File: config.mk
export PLATFORM = sky130hd
export DESIGN_NAME = pending_link_request_table
export DESIGN_NICKNAME = d
export VERILOG_FILES = /design/src/rtl/plrt_pkg.sv /design/src/rtl/plrt_cell.sv /design/src/rtl/pending_link_request_table.sv
export SDC_FILE = /design/constraint.sdc
export NUM_CORES = 1
export LEC_CHECK = 0
export ABC_AREA = 1
export BUFFER_PORTS_ARGS = -buffer_cell sky130_fd_sc_hd__buf_2
export CORE_ASPECT_RATIO = 1.4
export CORE_UTILIZATION = 57
export CTS_CLUSTER_SIZE = 12
export DETAILED_ROUTE_END_ITERATION = 8
export PLACE_DENSITY = 0.77
export SETUP_SLACK_MARGIN = 0.02
export SYNTH_ARGS = -nofsm -noshare
export SYNTH_HDL_FRONTEND = slang
export SYNTH_SLANG_ARGS = --single-unit
File: constraint.sdc
create_clock -name clk -period 4.25 [get_ports clk]
set_clock_uncertainty 0.1 [all_clocks]
set_input_delay 0.85 -clock clk [delete_from_list [all_inputs] [get_ports clk]]
set_output_delay 0.85 -clock clk [all_outputs]
set_load 0.05 [all_outputs]
File: src/rtl/plrt_pkg.sv
`default_nettype none

package plrt_pkg;

	// command codes of an input request
	localparam logic [1:0] CMD_ESTABLISH = 2'd0;
	localparam logic [1:0] CMD_INDICATE  = 2'd1;
	localparam logic [1:0] CMD_TICK      = 2'd2;

	// result kinds
	localparam logic [1:0] KIND_SEND    = 2'd0;
	localparam logic [1:0] KIND_DONE    = 2'd1;
	localparam logic [1:0] KIND_TIMEOUT = 2'd2;
	localparam logic [1:0] KIND_FULL    = 2'd3;

	// configuration port
	localparam int CFG_IDX_W  = 1;
	localparam int CFG_DATA_W = 16;
	localparam logic [CFG_IDX_W-1:0] REG_TIMEOUT = 1'b0;
	localparam logic [CFG_IDX_W-1:0] REG_MASK    = 1'b1;

	localparam logic [15:0] TIMEOUT_RESET    = 16'd10;
	localparam logic [7:0]  MASK_RESET       = 8'hC7;
	localparam logic [7:0]  TRAFFIC_LINK_BIT = 8'h40;

	typedef struct packed {
		logic [1:0] cmd;
		logic [7:0] chan_id;
		logic [7:0] link_value;
		logic       chan_is_traffic;
		logic       chan_signalling_mode;
		logic [7:0] indication_type;
	} in_item_t;

	typedef struct packed {
		logic [1:0] result_kind;
		logic [7:0] out_chan_id;
		logic [7:0] out_link_id;
		logic [7:0] out_indication;
		logic       last;
	} out_item_t;

	// broadcast from the controller to every cell
	typedef struct packed {
		logic [1:0]  cmd;
		logic [7:0]  chan;
		logic [7:0]  link;
		logic [7:0]  mask;
		logic [15:0] timeout;
		logic        age_inc;
	} cell_ctl_t;

	// token walking down the row of cells
	typedef struct packed {
		logic       valid;
		logic       hit;
		logic [7:0] chan;
		logic [7:0] link;
	} probe_t;

	// a slot retiring on a tick
	typedef struct packed {
		logic       valid;
		logic [7:0] chan;
		logic [7:0] link;
	} slot_evt_t;

endpackage

`default_nettype wire

File: src/rtl/plrt_cell.sv
`default_nettype none

module plrt_cell #(
	parameter int AW = 3
) (
	input  logic                clk,
	input  logic                arst_n,
	input  logic                advance,
	input  plrt_pkg::cell_ctl_t ctl,
	input  logic                rel_valid,
	input  logic [AW-1:0]       rel_age,
	input  plrt_pkg::probe_t    probe_in,
	input  logic [AW-1:0]       probe_age_in,
	output plrt_pkg::probe_t    probe_out,
	output logic [AW-1:0]       probe_age_out,
	output plrt_pkg::slot_evt_t expiry,
	output logic [AW-1:0]       expiry_age,
	output logic                occupied
);
	import plrt_pkg::*;

	logic          valid_q;
	logic [AW-1:0] age_q;
	logic [7:0]    chan_q;
	logic [7:0]    link_q;
	logic [15:0]   rem_q;
	logic          probe_vld_q;
	logic          probe_hit_q;
	logic [7:0]    probe_chan_q;
	logic [7:0]    probe_link_q;
	logic [AW-1:0] probe_age_q;

	logic act, link_hit, newer;
	logic claim, take, expire, count_dn, rel_self, rel_older;

	assign act      = advance && probe_in.valid;
	assign link_hit = ((link_q ^ ctl.link) & ctl.mask) == 8'h00;
	assign newer    = !probe_in.hit || (age_q < probe_age_in);

	assign claim  = act && (ctl.cmd == CMD_ESTABLISH) && !probe_in.hit && !valid_q;
	assign take   = act && (ctl.cmd == CMD_INDICATE) && valid_q &&
		(chan_q == ctl.chan) && link_hit && newer;
	assign expire   = act && (ctl.cmd == CMD_TICK) && valid_q && (rem_q <= 16'd1);
	assign count_dn = act && (ctl.cmd == CMD_TICK) && valid_q && !expire;

	// age compaction when some slot is freed
	assign rel_self  = rel_valid && valid_q && (age_q == rel_age);
	assign rel_older = rel_valid && valid_q && (age_q > rel_age);

	always_ff @(posedge clk or negedge arst_n) begin
		if (!arst_n) begin
			valid_q <= 1'b0;
			age_q   <= '0;
		end else begin
			if (claim) begin
				valid_q <= 1'b1;
				age_q   <= '0;
			end else if (expire || rel_self) begin
				valid_q <= 1'b0;
				age_q   <= '0;
			end else if (valid_q && ctl.age_inc) begin
				age_q <= age_q + AW'(1);
			end else if (rel_older) begin
				age_q <= age_q - AW'(1);
			end
		end
	end

	always_ff @(posedge clk) begin
		if (claim) begin
			chan_q <= ctl.chan;
			link_q <= ctl.link;
			rem_q  <= ctl.timeout;
		end else if (count_dn) begin
			rem_q <= rem_q - 16'd1;
		end
	end

	// probe stage toward the next cell
	always_ff @(posedge clk or negedge arst_n) begin
		if (!arst_n) begin
			probe_vld_q <= 1'b0;
		end else if (advance) begin
			probe_vld_q <= probe_in.valid;
		end
	end

	always_ff @(posedge clk) begin
		if (advance) begin
			probe_hit_q <= probe_in.hit || claim || take;
			if (take) begin
				probe_chan_q <= chan_q;
				probe_link_q <= link_q;
				probe_age_q  <= age_q;
			end else begin
				probe_chan_q <= probe_in.chan;
				probe_link_q <= probe_in.link;
				probe_age_q  <= probe_age_in;
			end
		end
	end

	assign probe_out.valid = probe_vld_q;
	assign probe_out.hit   = probe_hit_q;
	assign probe_out.chan  = probe_chan_q;
	assign probe_out.link  = probe_link_q;
	assign probe_age_out   = probe_age_q;

	assign expiry.valid = expire;
	assign expiry.chan  = chan_q;
	assign expiry.link  = link_q;
	assign expiry_age   = age_q;
	assign occupied     = valid_q;

endmodule

`default_nettype wire

File: src/rtl/pending_link_request_table.sv
// Pending link request table: DEPTH slots, each a cell in a row, track outstanding
// link-establish requests. An establish request takes the lowest free slot and
// returns a send result (or one table-full result); an indication completes the
// newest slot whose channel and masked link id match (no result if none); a tick
// counts every pending slot down and returns one timed-out result per expiring
// slot in slot order, last set on the final one. Command code 3 is dropped.
// One request is worked at a time: a token walks the row one cell per cycle, and
// a new request is accepted only once the previous one is back in idle; a
// table-full establish skips the walk and an unused code never leaves idle.
// The walk pauses whenever the output register holds a result that is stalled.
// Configuration must be written only while idle; the block does not enforce it.
`default_nettype none

module pending_link_request_table #(
	parameter int DEPTH = 8
) (
	input  logic                                clk,
	input  logic                                arst_n,
	input  logic                                in_valid,
	output logic                                in_stall,
	input  plrt_pkg::in_item_t                  in_data,
	output logic                                out_valid,
	input  logic                                out_stall,
	output plrt_pkg::out_item_t                 out_data,
	input  logic                                cfg_we,
	input  logic [plrt_pkg::CFG_IDX_W-1:0]      cfg_index,
	input  logic [plrt_pkg::CFG_DATA_W-1:0]     cfg_data
);
	import plrt_pkg::*;

	localparam int AW = $clog2(DEPTH);
	localparam int CW = $clog2(DEPTH + 1);

	localparam logic [1:0] ST_IDLE = 2'd0;
	localparam logic [1:0] ST_WALK = 2'd1;
	localparam logic [1:0] ST_DONE = 2'd2;

	// control
	logic [1:0]    state_q;
	logic          inj_q;
	logic          age_inc_q;
	logic [CW-1:0] count_q;
	logic          pend_valid_q;
	logic          out_valid_q;
	logic [15:0]   timeout_q;
	logic [7:0]    mask_q;

	// captured request and walk results
	logic [1:0]    op_q;
	logic [7:0]    chan_q;
	logic [7:0]    link_q;
	logic [7:0]    ind_q;
	logic          full_q;
	probe_t        end_q;
	logic [AW-1:0] end_age_q;
	slot_evt_t     pend_q;
	out_item_t     out_q;

	logic          acc;
	logic          advance;
	logic          fin;
	logic [7:0]    est_link;
	cell_ctl_t     ctl;
	probe_t        head_probe;
	logic [AW-1:0] head_age;
	probe_t        chain_probe [DEPTH];
	logic [AW-1:0] chain_age [DEPTH];
	slot_evt_t     expiry [DEPTH];
	logic [AW-1:0] expiry_age [DEPTH];
	logic [DEPTH-1:0] exp_vec;
	logic [DEPTH-1:0] occupied;
	slot_evt_t     ev;
	logic [AW-1:0] ev_age;
	logic          ind_rel;
	logic          rel_valid;
	logic [AW-1:0] rel_age;
	logic          claim_done;
	logic          load;
	out_item_t     load_item;
	probe_t        walk_end;

	// handshakes: the walk moves only while the output register can take a result
	assign in_stall  = (state_q != ST_IDLE);
	assign acc       = in_valid && (state_q == ST_IDLE);
	assign advance   = !out_valid_q || !out_stall;
	assign fin       = (state_q == ST_DONE) && advance;
	assign out_valid = out_valid_q;
	assign out_data  = out_q;

	// traffic channels outside signalling mode use the associated control link
	assign est_link = in_data.link_value |
		((in_data.chan_is_traffic && !in_data.chan_signalling_mode) ?
		TRAFFIC_LINK_BIT : 8'h00);

	always_comb begin
		ctl.cmd     = op_q;
		ctl.chan    = chan_q;
		ctl.link    = link_q;
		ctl.mask    = mask_q;
		ctl.timeout = timeout_q;
		ctl.age_inc = age_inc_q;
	end

	assign head_probe = '{valid: inj_q, hit: 1'b0, chan: 8'h00, link: 8'h00};
	assign head_age   = '0;

	// row of slot cells; the token leaves cell DEPTH-1 back to the controller
	for (genvar k = 0; k < DEPTH; k++) begin : g_cell
		if (k == 0) begin : g_head
			plrt_cell #(.AW(AW)) u_cell (
				.clk          (clk),
				.arst_n       (arst_n),
				.advance      (advance),
				.ctl          (ctl),
				.rel_valid    (rel_valid),
				.rel_age      (rel_age),
				.probe_in     (head_probe),
				.probe_age_in (head_age),
				.probe_out    (chain_probe[k]),
				.probe_age_out(chain_age[k]),
				.expiry       (expiry[k]),
				.expiry_age   (expiry_age[k]),
				.occupied     (occupied[k])
			);
		end else begin : g_body
			plrt_cell #(.AW(AW)) u_cell (
				.clk          (clk),
				.arst_n       (arst_n),
				.advance      (advance),
				.ctl          (ctl),
				.rel_valid    (rel_valid),
				.rel_age      (rel_age),
				.probe_in     (chain_probe[k-1]),
				.probe_age_in (chain_age[k-1]),
				.probe_out    (chain_probe[k]),
				.probe_age_out(chain_age[k]),
				.expiry       (expiry[k]),
				.expiry_age   (expiry_age[k]),
				.occupied     (occupied[k])
			);
		end
		assign exp_vec[k] = expiry[k].valid;
	end

	assign walk_end = chain_probe[DEPTH-1];

	// only the cell holding the token can expire, so a plain merge will do
	always_comb begin
		ev     = '0;
		ev_age = '0;
		for (int k = 0; k < DEPTH; k++) begin
			if (expiry[k].valid) begin
				ev     = expiry[k];
				ev_age = expiry_age[k];
			end
		end
	end

	// freed slot: a tick expiry during the walk, or the matched slot of an indication
	assign ind_rel    = fin && (op_q == CMD_INDICATE) && end_q.hit;
	assign rel_valid  = ev.valid || ind_rel;
	assign rel_age    = ev.valid ? ev_age : end_age_q;
	assign claim_done = fin && (op_q == CMD_ESTABLISH) && !full_q;

	// result selection; timeouts are held back one so the final one gets last
	always_comb begin
		load      = 1'b0;
		load_item = '0;
		if (ev.valid && pend_valid_q) begin
			load                  = 1'b1;
			load_item.result_kind = KIND_TIMEOUT;
			load_item.out_chan_id = pend_q.chan;
			load_item.out_link_id = pend_q.link;
		end
		if (fin) begin
			case (op_q)
				CMD_ESTABLISH: begin
					load                  = 1'b1;
					load_item.result_kind = full_q ? KIND_FULL : KIND_SEND;
					load_item.out_chan_id = chan_q;
					load_item.out_link_id = link_q;
					load_item.last        = 1'b1;
				end
				CMD_INDICATE: begin
					if (end_q.hit) begin
						load                     = 1'b1;
						load_item.result_kind    = KIND_DONE;
						load_item.out_chan_id    = end_q.chan;
						load_item.out_link_id    = end_q.link;
						load_item.out_indication = ind_q;
						load_item.last           = 1'b1;
					end
				end
				CMD_TICK: begin
					if (pend_valid_q) begin
						load                  = 1'b1;
						load_item.result_kind = KIND_TIMEOUT;
						load_item.out_chan_id = pend_q.chan;
						load_item.out_link_id = pend_q.link;
						load_item.last        = 1'b1;
					end
				end
				default: begin
				end
			endcase
		end
	end

	always_ff @(posedge clk or negedge arst_n) begin
		if (!arst_n) begin
			state_q      <= ST_IDLE;
			inj_q        <= 1'b0;
			age_inc_q    <= 1'b0;
			count_q      <= '0;
			pend_valid_q <= 1'b0;
			out_valid_q  <= 1'b0;
			timeout_q    <= TIMEOUT_RESET;
			mask_q       <= MASK_RESET;
		end else begin
			age_inc_q <= 1'b0;
			if (inj_q && advance)
				inj_q <= 1'b0;

			case (state_q)
				ST_IDLE: begin
					if (acc) begin
						case (in_data.cmd)
							CMD_ESTABLISH: begin
								if (count_q == CW'(DEPTH)) begin
									state_q <= ST_DONE;
								end else begin
									state_q   <= ST_WALK;
									inj_q     <= 1'b1;
									age_inc_q <= 1'b1;
								end
							end
							CMD_INDICATE, CMD_TICK: begin
								state_q <= ST_WALK;
								inj_q   <= 1'b1;
							end
							default: begin
							end
						endcase
					end
				end
				ST_WALK: begin
					if (advance && walk_end.valid)
						state_q <= ST_DONE;
				end
				ST_DONE: begin
					if (advance)
						state_q <= ST_IDLE;
				end
				default: state_q <= ST_IDLE;
			endcase

			if (rel_valid)
				count_q <= count_q - CW'(1);
			else if (claim_done)
				count_q <= count_q + CW'(1);

			if (ev.valid)
				pend_valid_q <= 1'b1;
			else if (fin && (op_q == CMD_TICK))
				pend_valid_q <= 1'b0;

			if (load)
				out_valid_q <= 1'b1;
			else if (!out_stall)
				out_valid_q <= 1'b0;

			if (cfg_we) begin
				case (cfg_index)
					REG_TIMEOUT: timeout_q <= cfg_data;
					REG_MASK:    mask_q    <= cfg_data[7:0];
					default: begin
					end
				endcase
			end
		end
	end

	always_ff @(posedge clk) begin
		if (acc) begin
			op_q   <= in_data.cmd;
			chan_q <= in_data.chan_id;
			link_q <= (in_data.cmd == CMD_ESTABLISH) ? est_link : in_data.link_value;
			ind_q  <= in_data.indication_type;
			full_q <= (count_q == CW'(DEPTH));
		end
		if ((state_q == ST_WALK) && advance && walk_end.valid) begin
			end_q     <= walk_end;
			end_age_q <= chain_age[DEPTH-1];
		end
		if (ev.valid)
			pend_q <= ev;
		if (load)
			out_q <= load_item;
	end

	// occupancy counter agrees with the cells between requests
	a_count_match: assert property (@(posedge clk) disable iff (!arst_n)
		(state_q == ST_IDLE) |-> ($countones(occupied) == int'(count_q)))
		else $error("slot count out of step with occupied cells");

	a_count_range: assert property (@(posedge clk) disable iff (!arst_n)
		count_q <= CW'(DEPTH))
		else $error("slot count beyond depth");

	a_one_expiry: assert property (@(posedge clk) disable iff (!arst_n)
		$onehot0(exp_vec))
		else $error("more than one slot expired in a cycle");

	a_load_free: assert property (@(posedge clk) disable iff (!arst_n)
		load |-> advance)
		else $error("result loaded over a stalled result");

	a_establish_claims: assert property (@(posedge clk) disable iff (!arst_n)
		((state_q == ST_WALK) && advance && walk_end.valid && (op_q == CMD_ESTABLISH))
		|-> walk_end.hit)
		else $error("establish walk found no free slot");

endmodule

`default_nettype wire

==> results of run 1 <==
worst reg2reg max path, stage by stage, from the launching register on:
cell and delay [ns]:
edfxtp_1 0.39, inv_1 0.13, ha_1 0.17, inv_1 0.08, a211oi_1 0.24, nand4_1 0.28, nor2_2 0.27, inv_1 0.13
o21ai_0 0.09, a21oi_1 0.07, o221ai_1 0.16, o211ai_1 0.12, o211ai_1 0.11, o21ai_0 0.11, buf_4 0.22, ha_1 0.34
nand4_1 0.11, nand2_1 0.06, inv_1 0.05, nand2_1 0.06, nand2_2 0.11, nand2_2 0.07, nand3_1 0.08, nand2_1 0.06
area by class of cell:
| cell class | instances | share of cell area |
|---|---|---|
| clock inverter | 9 | 0.00212 |
| sequential | 580 | 0.516 |
| tap | 656 | 0.0248 |
| inverter | 426 | 0.0486 |
| timing repair buffer | 165 | 0.0317 |
| clock buffer | 91 | 0.0489 |
| multi-input combinational | 1994 | 0.328 |
logic make-up after synthesis:
| group | count (synthesis) | share of synthesized area |
|---|---|---|
| AOI/OAI and AO/OA | 708 | 0.133 |
| muxes | 32 | 0.0120 |
| DFF | 580 | 0.570 |
| buffers and inverters | 542 | 0.0692 |
| and+or+nand+nor | 1115 | 0.164 |
| adders and majority gates | 63 | 0.0286 |
| xor gates and xnor gates | 76 | 0.0223 |
layer usage:
layer / vias to the layer above / GRT usage
met4: 6 / 0.242
met2: 1214 / 0.574
li1: 10900 / -
met5: - / 0
met3: 360 / 0.0501
met1: 11300 / 0.367
state kept, by name, indices dropped and copies added, names as in the netlist, 16 cells and up:
signal                              count
g_cell.g_body.u_cell.rem_q            112
g_cell.g_body.u_cell.chan_q            56
g_cell.g_body.u_cell.link_q            56
g_cell.g_body.u_cell.probe_chan_q      56
g_cell.g_body.u_cell.probe_link_q      56
out_data                               27
g_cell.g_body.u_cell.expiry_age        21
g_cell.g_body.u_cell.probe_age_out     21
end_q                                  17
g_cell.g_head.u_cell.rem_q             16
pend_q                                 16
timeout_q                              16
worst paths after layout:
path,from,to,slack (ns),depth (start not counted)
setup / recovery,g_cell[4].g_body.u_cell.rem_q[0]$_DFFE_PP_,g_cell[3].g_body.u_cell.expiry_age[0]$_DFFE_PN0P_,0.50,23
hold reg to reg,g_cell[7].g_body.u_cell.probe_chan_q[4]$_DFFE_PN_,end_q[12]$_DFFE_PP_,0.32,0
max in group asynchronous,arst_n,mask_q[6]$_DFFE_PN1P_,3.01,2
min in group clk,in_data[6],ind_q[6]$_DFFE_PP_,0.29,1
setup reg to reg,g_cell[4].g_body.u_cell.rem_q[0]$_DFFE_PP_,g_cell[3].g_body.u_cell.expiry_age[0]$_DFFE_PN0P_,0.50,23
hold / removal,arst_n,timeout_q[2]$_DFFE_PN0P_,0.16,1
per-stage QoR:
step | utilization | std cells | cell area (um2)
3_3_place_gp | 0.603 | 3821 | 31300
2_1_floorplan | - | 3116 | 29900
3_5_place_dp | 0.603 | 3821 | 31300
6_report | 0.635 | 3921 | 33000
5_1_grt | 0.635 | 3921 | 33000
4_1_cts | 0.635 | 3921 | 33000
cells in the mapped netlist, drive strengths merged, types with 3 or more instances:
library cell and count:
xor2 47, nor4 10, nand2 587, or4 5, or2 3, nand3b 9, o21a 6, a21oi 108
o31ai 3, a22oi 26, o211ai 23, dfstp 7, clkbuf 101, edfxtp 506, clkinv 7, nor3 39
fa 9, o22ai 23, a31oi 38, o221ai 17, nand3 133, buf 15, o2111a 3, nand4 37
a211oi 7, ha 54, inv 419, dfrtp 67, o21ai 419, nor2 287, a2111oi 11, mux2 32
a221oi 12, xnor2 29
power breakdown:
part	switching, mW	leakage (nW)	total, mW	internal [mW]
Clock	2.14	0.818	4.73	2.59
Sequential	0.803	5.97	8.31	7.51
Combinational	2.43	7.12	3.65	1.22
Total	5.37	13.9	16.7	11.3
layout by cell type, fill, tap and decap left out, types with 12 or more instances in the layout:
master	Yosys	final
a21oi_1	108	108
a221oi_1	12	12
a22oi_1	26	26
a31oi_1	38	38
buf_2	3	77
buf_4	1	88
clkbuf_1	100	29
clkbuf_16	0	58
dfrtp_1	67	67
edfxtp_1	506	506
ha_1	54	53
inv_1	407	407
mux2_2	32	32
nand2_1	544	544
nand2_2	34	34
nand3_1	126	126
nand4_1	33	33
nor2_1	269	267
nor2_2	14	15
nor3_1	35	33
o211ai_1	23	23
o21ai_0	405	402
o21ai_1	14	17
o221ai_1	17	17
o22ai_1	23	23
xnor2_1	29	29
xor2_1	47	47
==> qor.yml, run 1 <==
yosys:
  syn_area_per_cell_um2: 9.60
  synth_seq_area_share: 0.570
  async_flop_share: 0.128
  yosysUniqueCellTypes: 65
  syn-cell-area_mm2: 0.0299
  synth_area_leaders: "edfxtp_1 51%, nand2_1 6.8%, o21ai_0 6.8%"
  syn_nets: 3229
  synth.top_cell.area_share: 0.508
  synth-seq-cells: 580
  yosysTopAreaCell: "edfxtp_1"
  synth_ff_type: "edfxtp_1"
  yosys_warnings: 0
  synth_edf_count: 506
  synth_cells: 3116
grt:
  grt-ovfl-total: 0
  grt_first_pass_wirelength_um: 134000
  first_global_vias: 23600
  grt_antenna_before_repair: 3
  track_usage: 0.329
  grt_max_degree: 82
power_and_ir_drop:
  totalPowerFinal_mw: 16.7
  powerDensity_mw_per_mm2: 505
  ir_drop_mv: 0.332
  cellLeakagePower_nw: 13.9
final_layout:
  diodes: 0
  multi_input_area_mm2: 0.0108
  drive_gt1_frac: 0.114
  nFillCells: 4175
  nNetsFinal: 3337
  seq_area_mm2: 0.0171
  area_growth_pct: 10.5
worst_setup_path:
  critical_path_required_ns: 4.66
  cpMostUsedCell: "inv_1"
  worstPathArrival_ns: 4.16
  startpoint_type: "flip-flop"
  critPathKind: "reg -> reg"
  crit_buf_inv: 5
  crit_path_cell_trace: "inv_1 > ha_1 > inv_1 > a211oi_1 > nand4_1 > nor2_2 > inv_1 > o21ai_0 > a21oi_1 > o221ai_1 > o211ai_1 > o211ai_1 > o21ai_0 > buf_4 > ha_1 > nand4_1 > nand2_1 > inv_1 > nand2_1 > nand2_2 > nand2_2 > nand3_1 > nand2_1"
  crit_family: "simple AND/OR/NAND/NOR gates"
  slowest_stage: "edfxtp_1"
  crit_path_end_kind: "flip-flop"
  path_max_fanout: 8
  critPathMaxStageDelay_ns: 0.39
floorplanning:
  fp.dieW_um: 196
  die_y_um: 273
  initial_core_util: 0.575
  dieArea_mm2: 0.0534
  io_pins: 79
  rows: 99
  fp.coreArea_mm2: 0.0520
sta:
  post-route-period-util: 0.883
  setup_violations: 0
  fin_crit_ns: 3.75
  hold_violations: 0
  maxSlewHeadroom: 0.236
  rsz0062_at_grt: "no"
  setup_ws_ns: 0.499
  worstMarginPinSlew_ns: 1.15
  fmax_mhz: 267
  hold-worst-slack_ns: 0.158
  slew_viol_final: 0
  finalSetupTns_ns: 0
drt:
  first_iter_violations: 2544
  viasPerCell: 6.08
  vias: 23800
  route.antenna.remaining_nets: 0
  wl_per_cell_um: 22.2
  wl_met1_um: 30300
  wl_met2_um: 43200
  route.detailed.drc: 0
  routed_wl_um: 86900
  drtPass1Iterations: 8
  wl_met3_um: 6270
  top_layer_used: "met5"
clock_network:
  cts-resized-gates: 0
  cts_hold_buf: 0
  cts_tree: "built"
  clockRootBuffer: "clkbuf_16"
  cts_buffers: 57
  ctsLongestPathBuffers: 3
  postCtsSetupBuffers: 0
  htree_levels: 2
  clk_pin_slew_ns: 0.06
  clock_latency_ns: 0.63
  cts_sinks: 580
placed_design:
  hpwlAfterDp_um: 63500
  gp_congestion: 0.968
  port_buffers: 78
  post-place-ws_ns: 0.208
worst_hold_path:
  worstHoldPathType: "in -> async"
status:
  status: "finished clean"
run:
  drv_cap: 0
Power figures use the tool's default switching activity.
==> run 2, diff against run 1 <==
--- a/config.mk
+++ b/config.mk
@@ -6,9 +6,9 @@
 export NUM_CORES = 1
 export LEC_CHECK = 0
 export ABC_AREA = 1
-export BUFFER_PORTS_ARGS = -buffer_cell sky130_fd_sc_hd__buf_2
+export BUFFER_PORTS_ARGS = -buffer_cell sky130_fd_sc_hd__clkbuf_2
 export CORE_ASPECT_RATIO = 1.4
-export CORE_UTILIZATION = 57
+export CORE_UTILIZATION = 60
 export CTS_CLUSTER_SIZE = 12
 export DETAILED_ROUTE_END_ITERATION = 8
 export PLACE_DENSITY = 0.77
==> constraint.sdc (replaced) <==
create_clock -name clk -period 3.9 [get_ports clk]
set_clock_uncertainty 0.1 [all_clocks]
set_input_delay 0.78 -clock clk [delete_from_list [all_inputs] [get_ports clk]]
set_output_delay 0.78 -clock clk [all_outputs]
set_load 0.05 [all_outputs]
==> run 2 against run 1 <==
Against the previous run: first-iteration DRC count decreased by 7.8%; total power rose by 11%; combinational power grew 13%; count of clock-buffer cells in the layout down 5; setup slack got worse by 0.31 ns; maximum frequency up 1.0%; largest cell class unchanged; largest power group unchanged.
==> qor.yml, run 2 (synthesis results as in run 1) <==
sta:
  fmax_mhz: 269
  maxSlewHeadroom: 0.286
  setup_violations: 0
  slew_viol_final: 0
  worstMarginPinSlew_ns: 1.07
  fin_crit_ns: 3.71
  post-route-period-util: 0.952
  hold_violations: 0
placed_design:
  port_buffers: 78
  placed_cell_area_mm2: 0.0317
  hpwlAfterDp_um: 65700
  gp_congestion: 0.966
grt:
  grt_antenna_before_repair: 3
  grt_util_met1: 0.408
  grt_max_degree: 75
  grt-ovfl-total: 0
  use_met3: 0.0572
  met2_usage: 0.629
  grt_first_pass_wirelength_um: 138000
  busiest_layer: "met2"
  first_global_vias: 24400
  track_usage: 0.363
floorplanning:
  initial_core_util: 0.609
  dieArea_mm2: 0.0508
  io_pins: 79
  die_y_um: 266
  rows: 96
  fp.coreArea_mm2: 0.0491
  fp.dieW_um: 191
clock_network:
  cts_hold_buf: 0
  clk_pin_slew_ns: 0.06
  cts_buffers: 58
  clock_latency_ns: 0.65
  ctsLongestPathBuffers: 3
  cts_tree: "built"
  htree_levels: 2
  clockRootBuffer: "clkbuf_16"
  cts_sinks: 580
power_and_ir_drop:
  cellLeakagePower_nw: 14.2
  netSwitchingFraction: 0.325
  power_frac_clock: 0.287
  power.switching_mw: 6.01
  power_frac_seq: 0.490
  powerDensity_mw_per_mm2: 553
  p_comb_frac: 0.223
  p_int_mw: 12.5
  ir_drop_mv: 0.390
worst_setup_path:
  slowest_stage: "edfxtp_1"
  critPathMaxStageDelay_ns: 0.39
  cpMostUsedCell: "nand2_1"
  critical_path_required_ns: 4.32
  path_max_fanout: 7
  worstPathArrival_ns: 4.13
  startpoint_type: "flip-flop"
  crit_path_cell_trace: "inv_1 > ha_2 > o21ai_0 > nor2_1 > nand3_2 > buf_4 > nand2_1 > o21ai_0 > o22ai_1 > a21oi_1 > o221ai_1 > o211ai_1 > o211ai_1 > o21ai_2 > buf_4 > ha_1 > nand4_2 > nand2_2 > nor2_2 > nand2_2 > nand2_1 > nand2_1"
  crit_path_end_kind: "flip-flop"
  critPathKind: "reg -> reg"
final_layout:
  regMostFlops: "g_cell.g_body.u_cell.rem_q"
  nNetsFinal: 3377
  design_area_mm2: 0.0334
  largest_register_ffs: 112
  final_common_cell: "nand2_1"
  drive_gt1_frac: 0.127
  final_core_util: 0.681
  diodes: 0
  final_cell_mix: "544 x nand2_1, 506 x edfxtp_1, 406 x inv_1"
  area_growth_pct: 11.8
drt:
  route.antenna.remaining_nets: 0
  viasPerCell: 6.13
  route.detailed.drc: 0
  routed_wl_um: 90600
  first_iter_violations: 2346
  vias: 24100
  drtPass1Iterations: 6
  wl_per_cell_um: 23.0
run:
  drv_cap: 0
worst_hold_path:
  worstHoldPathType: "in -> async"
status:
  status: "finished clean"
## run 2: cell count changes in the layout (fill, tap and decap cells not counted), sizes merged
cell / previous run / this run
inv: 421 / 419
clkinv: 14 / 17
buf: 165 / 127
clkinvlp: 0 / 2
bufinv: 0 / 1
clkbuf: 91 / 163
## run 2: worst paths after layout
| kind | startpoint | endpoint | slack, ns | cells past startpoint |
|---|---|---|---|---|
| max | g_cell[1].g_body.u_cell.rem_q[0]$_DFFE_PP_ | g_cell[7].g_body.u_cell.expiry_age[2]$_DFFE_PN0P_ | 0.19 | 22 |
| min | arst_n | timeout_q[12]$_DFFE_PN0P_ | 0.19 | 1 |
| max reg2reg | g_cell[1].g_body.u_cell.rem_q[0]$_DFFE_PP_ | g_cell[7].g_body.u_cell.expiry_age[2]$_DFFE_PN0P_ | 0.19 | 22 |
| min reg2reg | g_cell[7].g_body.u_cell.probe_link_q[0]$_DFFE_PN_ | end_q[0]$_DFFE_PP_ | 0.32 | 0 |
| max in group asynchronous | arst_n | g_cell[6].g_body.u_cell.expiry_age[0]$_DFFE_PN0P_ | 2.75 | 1 |
| min in group clk | in_data[13] | link_q[3]$_DFFE_PP_ | 0.22 | 1 |
## run 2: layout make-up
cell class,count,area (um2)
Fill cell,3838,15700
Timing Repair Buffer,204,1400
Inverter,426,1610
Tap cell,637,797
Sequential cell,580,17100
Multi-Input combinational cell,1994,10800
Clock inverter,13,113
Clock buffer,86,1620
## run 2: power groups by stage
stage,combinational [mW],sequential (mW),clock [mW]
floorplan,2.63,8.84,0
global placement,3.86,9.11,0
detailed placement,4.03,9.15,0
CTS,4.06,9.04,5.33
global route,4.55,9.15,5.55
finish,4.13,9.06,5.31
## run 2: timing repair
item                       in CTS  in global routing
resized for setup               0                  7
setup endpoints to repair       0                 26
buffers inserted                0                  3
## run 2: worst max-delay path, delay by kind of cell (launching register included)
family	cells	cell delay, ns
compound gates	8	1.01
simple gates	9	1.03
buf+inv	3	0.49
flops	1	0.39
fa+ha+maj	2	0.55
## run 2: routing by layer
metal,vias to the layer above,part of all wire
met4,6,0.077
met2,1236,0.50
met5,-,0.00042
met3,342,0.079
met1,11600,0.34
li1,11000,-
## run 2: through the flow
stage | power [mW] | instances | setup WS, ns | setup TNS (ns) | hold WS, ns
6_report | 18.5 | 3940 | 0.188 | 0 | 0.190
5_1_grt | 19.3 | 3940 | -0.00889 | -0.0215 | 0.201
4_1_cts | 18.4 | 3937 | 0.188 | 0 | 0.200
3_5_place_dp | 13.2 | 3838 | -0.101 | -1.15 | 0.305
3_3_place_gp | 13.0 | 3838 | 0.0770 | 0 | 0.303
2_1_floorplan | 11.5 | 3116 | 0.0274 | 0 | 0.300
